[config.mk]
export PLATFORM = sky130hd
export DESIGN_NAME = uart_8n1_transceiver_flat
export DESIGN_NICKNAME = d
export VERILOG_FILES = /design/src/hw/rtl/uart_pkg.sv /design/src/hw/rtl/uart_chan_if.sv /design/src/hw/rtl/uart_8n1_transceiver.sv /design/src/flat_wrapper.sv
export SDC_FILE = /design/constraint.sdc
export NUM_CORES = 1
export LEC_CHECK = 0
export BUFFER_PORTS_ARGS = -buffer_cell sky130_fd_sc_hd__buf_2
export CAP_MARGIN = 20
export CORE_UTILIZATION = 30
export DETAILED_ROUTE_END_ITERATION = 7
export HOLD_SLACK_MARGIN = 0.15
export SLEW_MARGIN = 25
export SYNTH_ARGS = -nofsm -noshare
export SYNTH_HDL_FRONTEND = slang
export SYNTH_SLANG_ARGS = --single-unit
[constraint.sdc]
create_clock -name clk -period 4.3 [get_ports clk]
set_clock_uncertainty 0.2 [all_clocks]
set_input_delay 0.215 -clock clk [delete_from_list [all_inputs] [get_ports clk]]
set_output_delay 0.215 -clock clk [all_outputs]
set_load 0.02 [all_outputs]
[src/hw/rtl/uart_pkg.sv]
// Shared widths, types and defaults for the 8N1 serial transceiver.
package uart_pkg;

	localparam int BYTE_W = 8;
	localparam int CFG_W = 16;

	localparam int DATA_BITS_DEF = 8;
	localparam int TICK_COUNT_WIDTH_DEF = 16;
	localparam int BIT_TICKS_RESET = 104;

	typedef logic [BYTE_W-1:0] byte_t;
	typedef logic [CFG_W-1:0] cfg_word_t;

endpackage

[src/hw/rtl/uart_chan_if.sv]
// Valid/ready channel interfaces for the transceiver: tick input, tick result, configuration.
interface uart_in_if;
	logic valid;
	logic ready;
	logic rx_line;
	logic tx_start;
	uart_pkg::byte_t tx_byte;

	modport source (output valid, output rx_line, output tx_start, output tx_byte, input ready);
	modport sink (input valid, input rx_line, input tx_start, input tx_byte, output ready);
endinterface

interface uart_out_if;
	logic valid;
	logic ready;
	logic tx_line;
	logic tx_busy;
	logic rx_valid;
	uart_pkg::byte_t rx_byte;

	modport source (output valid, output tx_line, output tx_busy, output rx_valid,
		output rx_byte, input ready);
	modport sink (input valid, input tx_line, input tx_busy, input rx_valid,
		input rx_byte, output ready);
endinterface

interface uart_cfg_if;
	logic valid;
	logic ready;
	uart_pkg::cfg_word_t data;

	modport source (output valid, output data, input ready);
	modport sink (input valid, input data, output ready);
endinterface

[src/hw/rtl/uart_8n1_transceiver.sv]
// Top level of the 8N1 serial transceiver: tick register, receiver and transmitter, result register.
//
// Usage: every transaction on in_ch is one clock tick of the serial timing. It carries the
// sampled receive line level and an optional transmit request with its byte. For every
// input transaction exactly one result transaction leaves on out_ch, in order: the transmit
// line level, the busy flag, and a received byte with its one-tick valid flag.
// cfg carries bit_ticks (ticks per serial bit, zero disables both directions); write it
// only while no tick is in flight. A write is taken in the cycle it is offered.
// A tick is registered in the tick register on acceptance, and its result is registered in
// the result register when the tick register advances.
// Throughput: one tick per cycle while out_ch is ready; the receiver and transmitter state
// advance in a single pass of logic from the tick register to the result register.
// Reset: both directions go idle, the transmit line reads high and bit_ticks returns to 104.
// Stall: while out_ch holds a result, one more tick may be taken into the tick register;
// after that in_ch.ready drops until the result is taken. No tick is lost or repeated.
module uart_8n1_transceiver #(
	parameter int DATA_BITS = uart_pkg::DATA_BITS_DEF,
	parameter int TICK_COUNT_WIDTH = uart_pkg::TICK_COUNT_WIDTH_DEF
) (
	input logic clk,
	input logic arst_n,
	uart_in_if.sink in_ch,
	uart_out_if.source out_ch,
	uart_cfg_if.sink cfg
);

	localparam int CW = TICK_COUNT_WIDTH;
	localparam int PW = $clog2(DATA_BITS + 3);
	localparam int WIDE_W = 2 * uart_pkg::BYTE_W;
	localparam logic [PW-1:0] PH_IDLE = PW'(0);
	localparam logic [PW-1:0] PH_START = PW'(1);
	localparam logic [PW-1:0] PH_FIRST = PW'(2);
	localparam logic [PW-1:0] PH_STOP = PW'(DATA_BITS + 2);

	// Configuration
	logic [CW-1:0] bit_ticks_q;
	logic [31:0] cfg_wide;

	assign cfg.ready = 1'b1;
	assign cfg_wide = 32'(cfg.data);

	always_ff @(posedge clk or negedge arst_n) begin
		if (!arst_n) begin
			bit_ticks_q <= CW'(uart_pkg::BIT_TICKS_RESET);
		end else if (cfg.valid) begin
			bit_ticks_q <= cfg_wide[CW-1:0];
		end
	end

	// Tick register
	logic valid_s1;
	logic rx_line_s1;
	logic tx_start_s1;
	uart_pkg::byte_t tx_byte_s1;
	logic out_valid_q;
	logic advance;

	assign advance = valid_s1 && (!out_valid_q || out_ch.ready);
	assign in_ch.ready = !valid_s1 || advance;

	always_ff @(posedge clk or negedge arst_n) begin
		if (!arst_n) begin
			valid_s1 <= 1'b0;
		end else if (in_ch.ready) begin
			valid_s1 <= in_ch.valid;
		end
	end

	always_ff @(posedge clk) begin
		if (in_ch.valid && in_ch.ready) begin
			rx_line_s1 <= in_ch.rx_line;
			tx_start_s1 <= in_ch.tx_start;
			tx_byte_s1 <= in_ch.tx_byte;
		end
	end

	// Serial state
	logic [PW-1:0] rx_phase_q, rx_phase_d;
	logic [CW-1:0] rx_cnt_q, rx_cnt_d;
	logic [DATA_BITS-1:0] rx_shift_q, rx_shift_d;
	logic [PW-1:0] tx_phase_q, tx_phase_d;
	logic [CW-1:0] tx_cnt_q, tx_cnt_d;
	logic [DATA_BITS-1:0] tx_shift_q, tx_shift_d;
	logic tx_level_q, tx_level_d;
	logic rx_done_d;
	uart_pkg::byte_t rx_byte_d;

	logic [CW-1:0] rx_target;
	logic rx_step_end;
	logic tx_step_end;
	logic [PW-1:0] rx_pos;
	logic [PW-1:0] tx_next_phase;
	logic [PW-1:0] tx_pos;
	logic [WIDE_W-1:0] rx_shift_wide;

	// Step counters end a step once the count reaches its target
	assign rx_target = (rx_phase_q == PH_START) ? (bit_ticks_q >> 1) : bit_ticks_q;
	assign rx_step_end = rx_cnt_q >= rx_target;
	assign tx_step_end = tx_cnt_q >= bit_ticks_q;
	assign rx_pos = rx_phase_q - PH_FIRST;
	assign tx_next_phase = tx_phase_q + PW'(1);
	assign tx_pos = tx_next_phase - PH_FIRST;
	assign rx_shift_wide = WIDE_W'(rx_shift_q);

	always_comb begin
		rx_phase_d = rx_phase_q;
		rx_cnt_d = rx_cnt_q;
		rx_shift_d = rx_shift_q;
		tx_phase_d = tx_phase_q;
		tx_cnt_d = tx_cnt_q;
		tx_shift_d = tx_shift_q;
		tx_level_d = tx_level_q;
		rx_done_d = 1'b0;
		rx_byte_d = '0;

		if (bit_ticks_q == '0) begin
			// Disabled: drop any frame in progress
			rx_phase_d = PH_IDLE;
			rx_cnt_d = '0;
			tx_phase_d = PH_IDLE;
			tx_cnt_d = '0;
			tx_level_d = 1'b1;
		end else begin
			// Receiver
			if (rx_phase_q == PH_IDLE || rx_phase_q > PH_STOP) begin
				rx_phase_d = PH_IDLE;
				if (!rx_line_s1) begin
					rx_phase_d = PH_START;
					rx_cnt_d = CW'(1);
					rx_shift_d = '0;
				end
			end else begin
				rx_cnt_d = rx_step_end ? CW'(1) : rx_cnt_q + CW'(1);
				if (rx_step_end) begin
					if (rx_phase_q == PH_START) begin
						rx_phase_d = PH_FIRST;
					end else if (rx_phase_q < PH_STOP) begin
						for (int i = 0; i < DATA_BITS; i++) begin
							if (rx_pos == PW'(i)) begin
								rx_shift_d[i] = rx_shift_q[i] | rx_line_s1;
							end
						end
						rx_phase_d = rx_phase_q + PW'(1);
					end else begin
						rx_done_d = 1'b1;
						rx_byte_d = rx_shift_wide[uart_pkg::BYTE_W-1:0];
						rx_phase_d = PH_IDLE;
						rx_cnt_d = '0;
					end
				end
			end

			// Transmitter
			if (tx_phase_q == PH_IDLE || tx_phase_q > PH_STOP) begin
				tx_phase_d = PH_IDLE;
				tx_level_d = 1'b1;
				if (tx_start_s1) begin
					tx_shift_d = DATA_BITS'(tx_byte_s1);
					tx_phase_d = PH_START;
					tx_cnt_d = CW'(1);
					tx_level_d = 1'b0;
				end
			end else begin
				tx_cnt_d = tx_step_end ? CW'(1) : tx_cnt_q + CW'(1);
				if (tx_step_end) begin
					if (tx_phase_q == PH_STOP) begin
						tx_phase_d = PH_IDLE;
						tx_cnt_d = '0;
						tx_level_d = 1'b1;
					end else begin
						tx_phase_d = tx_next_phase;
						tx_level_d = 1'b1;
						for (int i = 0; i < DATA_BITS; i++) begin
							if (tx_next_phase != PH_STOP && tx_pos == PW'(i)) begin
								tx_level_d = tx_shift_q[i];
							end
						end
					end
				end
			end
		end
	end

	// Advance state once per tick
	always_ff @(posedge clk or negedge arst_n) begin
		if (!arst_n) begin
			rx_phase_q <= PH_IDLE;
			rx_cnt_q <= '0;
			rx_shift_q <= '0;
			tx_phase_q <= PH_IDLE;
			tx_cnt_q <= '0;
			tx_shift_q <= '0;
			tx_level_q <= 1'b1;
		end else if (advance) begin
			rx_phase_q <= rx_phase_d;
			rx_cnt_q <= rx_cnt_d;
			rx_shift_q <= rx_shift_d;
			tx_phase_q <= tx_phase_d;
			tx_cnt_q <= tx_cnt_d;
			tx_shift_q <= tx_shift_d;
			tx_level_q <= tx_level_d;
		end
	end

	// Result register
	logic tx_line_q;
	logic tx_busy_q;
	logic rx_valid_q;
	uart_pkg::byte_t rx_byte_q;

	always_ff @(posedge clk or negedge arst_n) begin
		if (!arst_n) begin
			out_valid_q <= 1'b0;
		end else if (advance) begin
			out_valid_q <= 1'b1;
		end else if (out_ch.ready) begin
			out_valid_q <= 1'b0;
		end
	end

	always_ff @(posedge clk) begin
		if (advance) begin
			tx_line_q <= tx_level_d;
			tx_busy_q <= tx_phase_d != PH_IDLE;
			rx_valid_q <= rx_done_d;
			rx_byte_q <= rx_byte_d;
		end
	end

	assign out_ch.valid = out_valid_q;
	assign out_ch.tx_line = tx_line_q;
	assign out_ch.tx_busy = tx_busy_q;
	assign out_ch.rx_valid = rx_valid_q;
	assign out_ch.rx_byte = rx_byte_q;

	// Checks
	a_rx_done_idle: assert property (@(posedge clk) disable iff (!arst_n)
		advance && rx_done_d |=> rx_phase_q == PH_IDLE)
		else $error("receiver not idle after delivering a byte");

	a_idle_line_high: assert property (@(posedge clk) disable iff (!arst_n)
		out_valid_q && !tx_busy_q |-> tx_line_q)
		else $error("transmit line low while transmitter idle");

	a_disabled_idle: assert property (@(posedge clk) disable iff (!arst_n)
		advance && bit_ticks_q == '0 |=> rx_phase_q == PH_IDLE && tx_phase_q == PH_IDLE)
		else $error("frame kept while disabled");

	a_stall_only: assert property (@(posedge clk) disable iff (!arst_n)
		!in_ch.ready |-> valid_s1 && out_valid_q && !out_ch.ready)
		else $error("input stalled without a full pipeline");

endmodule

[src/flat_wrapper.sv]
// flat-port wrapper written by rule: the top's interface ports become plain ports
module uart_8n1_transceiver_flat 
#(
	parameter int DATA_BITS = uart_pkg::DATA_BITS_DEF,
	parameter int TICK_COUNT_WIDTH = uart_pkg::TICK_COUNT_WIDTH_DEF
)
  (clk, arst_n, in_ch_valid, in_ch_rx_line, in_ch_tx_start, in_ch_tx_byte, in_ch_ready, out_ch_valid, out_ch_tx_line, out_ch_tx_busy, out_ch_rx_valid, out_ch_rx_byte, out_ch_ready, cfg_valid, cfg_data, cfg_ready);
  uart_in_if in_ch_i ();
  uart_out_if out_ch_i ();
  uart_cfg_if cfg_i ();
  input logic clk;
  input logic arst_n;
  input wire logic [$bits(in_ch_i.valid)-1:0] in_ch_valid;
  input wire logic [$bits(in_ch_i.rx_line)-1:0] in_ch_rx_line;
  input wire logic [$bits(in_ch_i.tx_start)-1:0] in_ch_tx_start;
  input wire logic [$bits(in_ch_i.tx_byte)-1:0] in_ch_tx_byte;
  output wire logic [$bits(in_ch_i.ready)-1:0] in_ch_ready;
  output wire logic [$bits(out_ch_i.valid)-1:0] out_ch_valid;
  output wire logic [$bits(out_ch_i.tx_line)-1:0] out_ch_tx_line;
  output wire logic [$bits(out_ch_i.tx_busy)-1:0] out_ch_tx_busy;
  output wire logic [$bits(out_ch_i.rx_valid)-1:0] out_ch_rx_valid;
  output wire logic [$bits(out_ch_i.rx_byte)-1:0] out_ch_rx_byte;
  input wire logic [$bits(out_ch_i.ready)-1:0] out_ch_ready;
  input wire logic [$bits(cfg_i.valid)-1:0] cfg_valid;
  input wire logic [$bits(cfg_i.data)-1:0] cfg_data;
  output wire logic [$bits(cfg_i.ready)-1:0] cfg_ready;
  assign in_ch_i.valid = in_ch_valid;
  assign in_ch_i.rx_line = in_ch_rx_line;
  assign in_ch_i.tx_start = in_ch_tx_start;
  assign in_ch_i.tx_byte = in_ch_tx_byte;
  assign in_ch_ready = in_ch_i.ready;
  assign out_ch_valid = out_ch_i.valid;
  assign out_ch_tx_line = out_ch_i.tx_line;
  assign out_ch_tx_busy = out_ch_i.tx_busy;
  assign out_ch_rx_valid = out_ch_i.rx_valid;
  assign out_ch_rx_byte = out_ch_i.rx_byte;
  assign out_ch_i.ready = out_ch_ready;
  assign cfg_i.valid = cfg_valid;
  assign cfg_i.data = cfg_data;
  assign cfg_ready = cfg_i.ready;
  uart_8n1_transceiver #(.DATA_BITS(DATA_BITS), .TICK_COUNT_WIDTH(TICK_COUNT_WIDTH)) u_core (.clk(clk), .arst_n(arst_n), .in_ch(in_ch_i), .out_ch(out_ch_i), .cfg(cfg_i));
endmodule
==> impl_summary.md <==
Critical path
The worst-path maximum fanout is 16. The worst-case reg-to-reg path depth is 14. The data arrival time of the critical path is 3.85 ns. The start of the worst register-to-register path is u_core.rx_phase_q[2]. By startpoint and endpoint, the worst setup path is classified as flop to flop.

The worst register-to-register path has a setup slack of 0.53 ns. The startpoint type of the worst setup path is a flop. The critical path endpoint category is a flop. The data required time of the worst path is 4.38 ns.

The endpoint identified for the worst register-to-register timing path is u_core.rx_cnt_q[3].

Yosys
In the post-synthesis netlist, the biggest area contributors are sky130_fd_sc_hd__dfrtp_1 32%, sky130_fd_sc_hd__edfxtp_1 11%, sky130_fd_sc_hd__ha_1 11%. The most used flip-flop cell after synthesis is sky130_fd_sc_hd__dfrtp_1. The synthesis warning total is 0. The share of the Yosys chip area taken by registers is 0.455.

The cell area after technology mapping is 5530 um2. The top-area cell type share of the netlist area is 0.321. Counting every net in the synthesized netlist gives 669.

The synthesized design spends more area on one cell type than any other, namely sky130_fd_sc_hd__dfrtp_1. Yosys mapped a number of flops with a built-in enable equal to 21. Counting flops with an async set or reset pin after synthesis yields a share of 0.781. After technology mapping, the gate count stands at 590. The mean instance size in the synthesized netlist is 9.37 um2. After synthesis, the netlist uses 56 different library cells. The total of flip-flops plus latches after synthesis is 96.

CTS
The latest clock arrival within the worst-skew pair is 0.36 ns. Clock tree synthesis selected as its root buffer the cell sky130_fd_sc_hd__clkbuf_16. CTS saw 96 sinks.

In this run the deepest clock path goes through 2 buffers. The TritonCTS clock tree is built. Buffers inserted during clock tree synthesis total 9. Post-CTS timing repair inserted 0 buffers for setup. Clock-pin slew was measured on the worst setup and hold paths at 0.07 ns. The H-tree generated during clock tree synthesis spans 3 levels.

STA
Setup repair after global routing left no endpoint under its margin. Timing would allow up to 265 MHz. The normalized max-slew margin is 0.328. The final worst-path cycle share is 0.877. The total count of max-transition violations in the final report came to 0. After routing, the total negative slack on setup checks comes to 0 ns. The number of setup violations in the final report is 0. The final critical-path required period is 3.77 ns. The number of hold violations in the final report is 0. For the pin with the worst max-slew slack, the measured transition is 1.00 ns. Across all setup checks in the final design, the least slack found is 0.529 ns.

Die
The floorplan has 49 rows. The total area inside the core boundary comes to 18000 um2. The initial standard-cell utilization of the core is 0.307. In this run the horizontal extent of the chip is 138 um. The floorplan step defined a die boundary enclosing 19000 um2. In this run the count of I/O pins placed on the die edge is 45. The die height is 138 um.

Global route
The aggregate global routing overflow is 0. The via count of the first global-routing pass is 4383. The all-layer global routing usage is 0.148. The initial antenna violation count is 0. Entering global routing, the biggest net connects 76 pins. The first global-routing pass estimated 21600 um of wire.

Finish
After the last flow step, the layout net total stands at 745. The number of inserted filler cells in the final layout is 1822. The antenna diode count is 0. The total area of multi-input combinational cells is 2790 um2. The ratio of cells with drive above 1 in the final layout is 0.128.

The area added between synthesis and finish is 20.0%. The area occupied by registers is 2510 um2.

Detailed routing
The first-pass iteration count of the detailed router is 5. The number of antenna-violating nets in the routed design is 0. The DRC violation count after routing is 0. Using the TritonRoute via totals, the vias-per-cell ratio works out to 5.04.

After detailed routing, the average wire length per cell comes to 14.2 um. The via count of the routed design is 4535. Summed over all layers, the routed wires come to 12800 um. The number of DRC violations after detailed-routing iteration 0 is 266.

Job
The tool flagged a number of max-cap violations equal to 0.

Pwr
Dividing total power by cell area gives a power density of 418 nW/um2. The leakage dissipation is 2.92 nW. VDD sags by at most 266 uV.

Place
During placement, the flow inserted port buffers numbering 43. The detailed-placement wirelength estimate is 9020 um. OpenSTA, run right after detailed placement, puts the worst setup slack at 0.390 ns.

The congestion estimate from routability-driven global placement came to 0.856.

Min path
For hold timing, the worst endpoint is u_core.bit_ticks_q[5]. The hold-critical path depth is 3. The class of the most critical hold timing path is primary input to flop.

The worst hold path begins at cfg_valid.

Run status
The flow ran to the end, and the final reports show no timing, DRC or antenna violations.
[cell type report]
type                            instances  share of cell area
Clock buffer                            9              0.0340
Timing Repair Buffer                   83              0.0915
Inverter                               40              0.0226
Multi-Input combinational cell        436               0.420
Sequential cell                        96               0.379
Tap cell                              229              0.0432
Clock inverter                          7             0.00981
[layer usage]
layer | vias to the layer above | track usage | part of all wire
li1 | 2261 | - | -
met1 | 2155 | 0.197 | 0.48
met3 | 13 | 0.0291 | 0.050
met4 | 0 | 0.0483 | 0.015
met2 | 106 | 0.240 | 0.45
met5 | - | 0 | 0
[cells by family (layout without fill, tap and decap cells)]
family / after synthesis / after routing / share of synthesized area
mux: 12 / 12 / 0.0260
fa+ha+maj: 48 / 48 / 0.109
simple gates: 205 / 205 / 0.179
flops: 96 / 96 / 0.455
compound gates: 165 / 165 / 0.181
buf+inv: 58 / 139 / 0.0416
xor+xnor: 5 / 5 / 0.00792
other cells: 1 / 1 / 0.000678
[worst max-delay path, cell delays in order (launching register included)]
cell,delay (ns)
sky130_fd_sc_hd__dfrtp_1,0.46
sky130_fd_sc_hd__nor2_1,0.24
sky130_fd_sc_hd__and2_2,0.37
sky130_fd_sc_hd__buf_4,0.26
sky130_fd_sc_hd__nor2_1,0.05
sky130_fd_sc_hd__a21oi_1,0.12
sky130_fd_sc_hd__ha_1,0.25
sky130_fd_sc_hd__a211oi_1,0.25
sky130_fd_sc_hd__o21ai_0,0.12
sky130_fd_sc_hd__a21oi_1,0.19
sky130_fd_sc_hd__o41ai_2,0.08
sky130_fd_sc_hd__buf_4,0.19
sky130_fd_sc_hd__or3_4,0.47
sky130_fd_sc_hd__or3_1,0.36
sky130_fd_sc_hd__o21ai_0,0.07
[Yosys cell counts (3+ instances only)]
library cell	number
sky130_fd_sc_hd__or3_1	5
sky130_fd_sc_hd__a211oi_1	3
sky130_fd_sc_hd__o41ai_1	5
sky130_fd_sc_hd__and2_1	11
sky130_fd_sc_hd__edfxtp_1	21
sky130_fd_sc_hd__nand2_1	65
sky130_fd_sc_hd__nor2b_1	3
sky130_fd_sc_hd__a31oi_1	4
sky130_fd_sc_hd__and3_1	10
sky130_fd_sc_hd__nor3_1	15
sky130_fd_sc_hd__nand4_1	8
sky130_fd_sc_hd__mux2_2	9
sky130_fd_sc_hd__nor4_1	4
sky130_fd_sc_hd__a22o_1	11
sky130_fd_sc_hd__dfstp_2	4
sky130_fd_sc_hd__ha_1	48
sky130_fd_sc_hd__o21ai_0	73
sky130_fd_sc_hd__a21o_1	5
sky130_fd_sc_hd__nor3b_1	3
sky130_fd_sc_hd__nand3_1	15
sky130_fd_sc_hd__xnor2_1	3
sky130_fd_sc_hd__and4_1	3
sky130_fd_sc_hd__dfrtp_1	71
sky130_fd_sc_hd__o31ai_1	3
sky130_fd_sc_hd__inv_1	40
sky130_fd_sc_hd__a32o_1	3
sky130_fd_sc_hd__o22ai_1	5
sky130_fd_sc_hd__nand2b_1	11
sky130_fd_sc_hd__nor2_1	46
sky130_fd_sc_hd__a21oi_1	38
sky130_fd_sc_hd__clkbuf_1	14
[how the worst max path moves through the flow]
stage / from / end / slack [ns] / depth (start not counted)
3_3_place_gp: u_core.rx_phase_q[2] / u_core.rx_cnt_q[10] / 0.52 / 14
3_5_place_dp: u_core.rx_phase_q[2] / u_core.rx_cnt_q[3] / 0.39 / 14
5_1_grt: u_core.rx_phase_q[2] / u_core.rx_cnt_q[4] / 0.21 / 14
6_report: u_core.rx_phase_q[2] / u_core.rx_cnt_q[3] / 0.53 / 14
4_1_cts: u_core.rx_phase_q[2] / u_core.rx_cnt_q[3] / 0.38 / 14
2_1_floorplan: u_core.rx_phase_q[1] / u_core.rx_cnt_q[8] / 0.51 / 15
[per-stage QoR]
step / total power, mW / hold WS [ns] / instances / utilization / instance area, um2
2_1_floorplan: 1.76 / -0.281 / 590 / - / 5530
6_report: 2.77 / 0.144 / 900 / 0.368 / 6630
5_1_grt: 2.98 / 0.198 / 900 / 0.368 / 6630
3_3_place_gp: 1.96 / 0.194 / 850 / 0.333 / 6000
3_5_place_dp: 1.98 / 0.193 / 850 / 0.333 / 6000
4_1_cts: 2.80 / 0.153 / 900 / 0.368 / 6630
[layout by cell type (no fill, tap or decap), types with 8 or more instances in the layout]
master                          count
sky130_fd_sc_hd__o21ai_0           73
sky130_fd_sc_hd__dfrtp_1           71
sky130_fd_sc_hd__nand2_1           65
sky130_fd_sc_hd__ha_1              48
sky130_fd_sc_hd__nor2_1            46
sky130_fd_sc_hd__buf_2             42
sky130_fd_sc_hd__inv_1             40
sky130_fd_sc_hd__a21oi_1           38
sky130_fd_sc_hd__dlygate4sd3_1     34
sky130_fd_sc_hd__edfxtp_1          21
sky130_fd_sc_hd__nand3_1           15
sky130_fd_sc_hd__nor3_1            15
sky130_fd_sc_hd__nand2b_1          11
sky130_fd_sc_hd__a22o_1            11
sky130_fd_sc_hd__and2_1            10
sky130_fd_sc_hd__and3_1            10
sky130_fd_sc_hd__mux2_2             9
sky130_fd_sc_hd__clkbuf_16          9
sky130_fd_sc_hd__nand4_1            8
[flip-flops by register name (all words and copies together), names as in the netlist]
signal                  flops
u_core.bit_ticks_q         16
u_core.rx_cnt_q            16
u_core.tx_cnt_q            16
u_core.out_ch.rx_byte       8
u_core.rx_shift_q           8
u_core.tx_byte_s1           8
u_core.tx_shift_q           8
u_core.rx_phase_q           4
u_core.tx_phase_q           4
u_core.out_ch.rx_valid      1
u_core.out_ch.tx_busy       1
u_core.out_ch.tx_line       1
u_core.out_ch.valid         1
u_core.rx_line_s1           1
u_core.tx_level_q           1
u_core.tx_start_s1          1
u_core.valid_s1             1
[where the power goes]
part           switching (mW)  leakage [nW]  internal (mW)
registers              0.0921          1.18           1.05
clock network           0.383         0.131          0.402
logic                   0.501          1.61          0.342
[what timing repair did]
item | 4_1_cts | 5_1_grt
hold buffers | 34 | 0
resized for setup | 0 | 1
endpoints found under the setup margin | 0 | 3
endpoints found under the hold margin | 99 | 0
No activity file was read; power rests on OpenSTA's default activity.
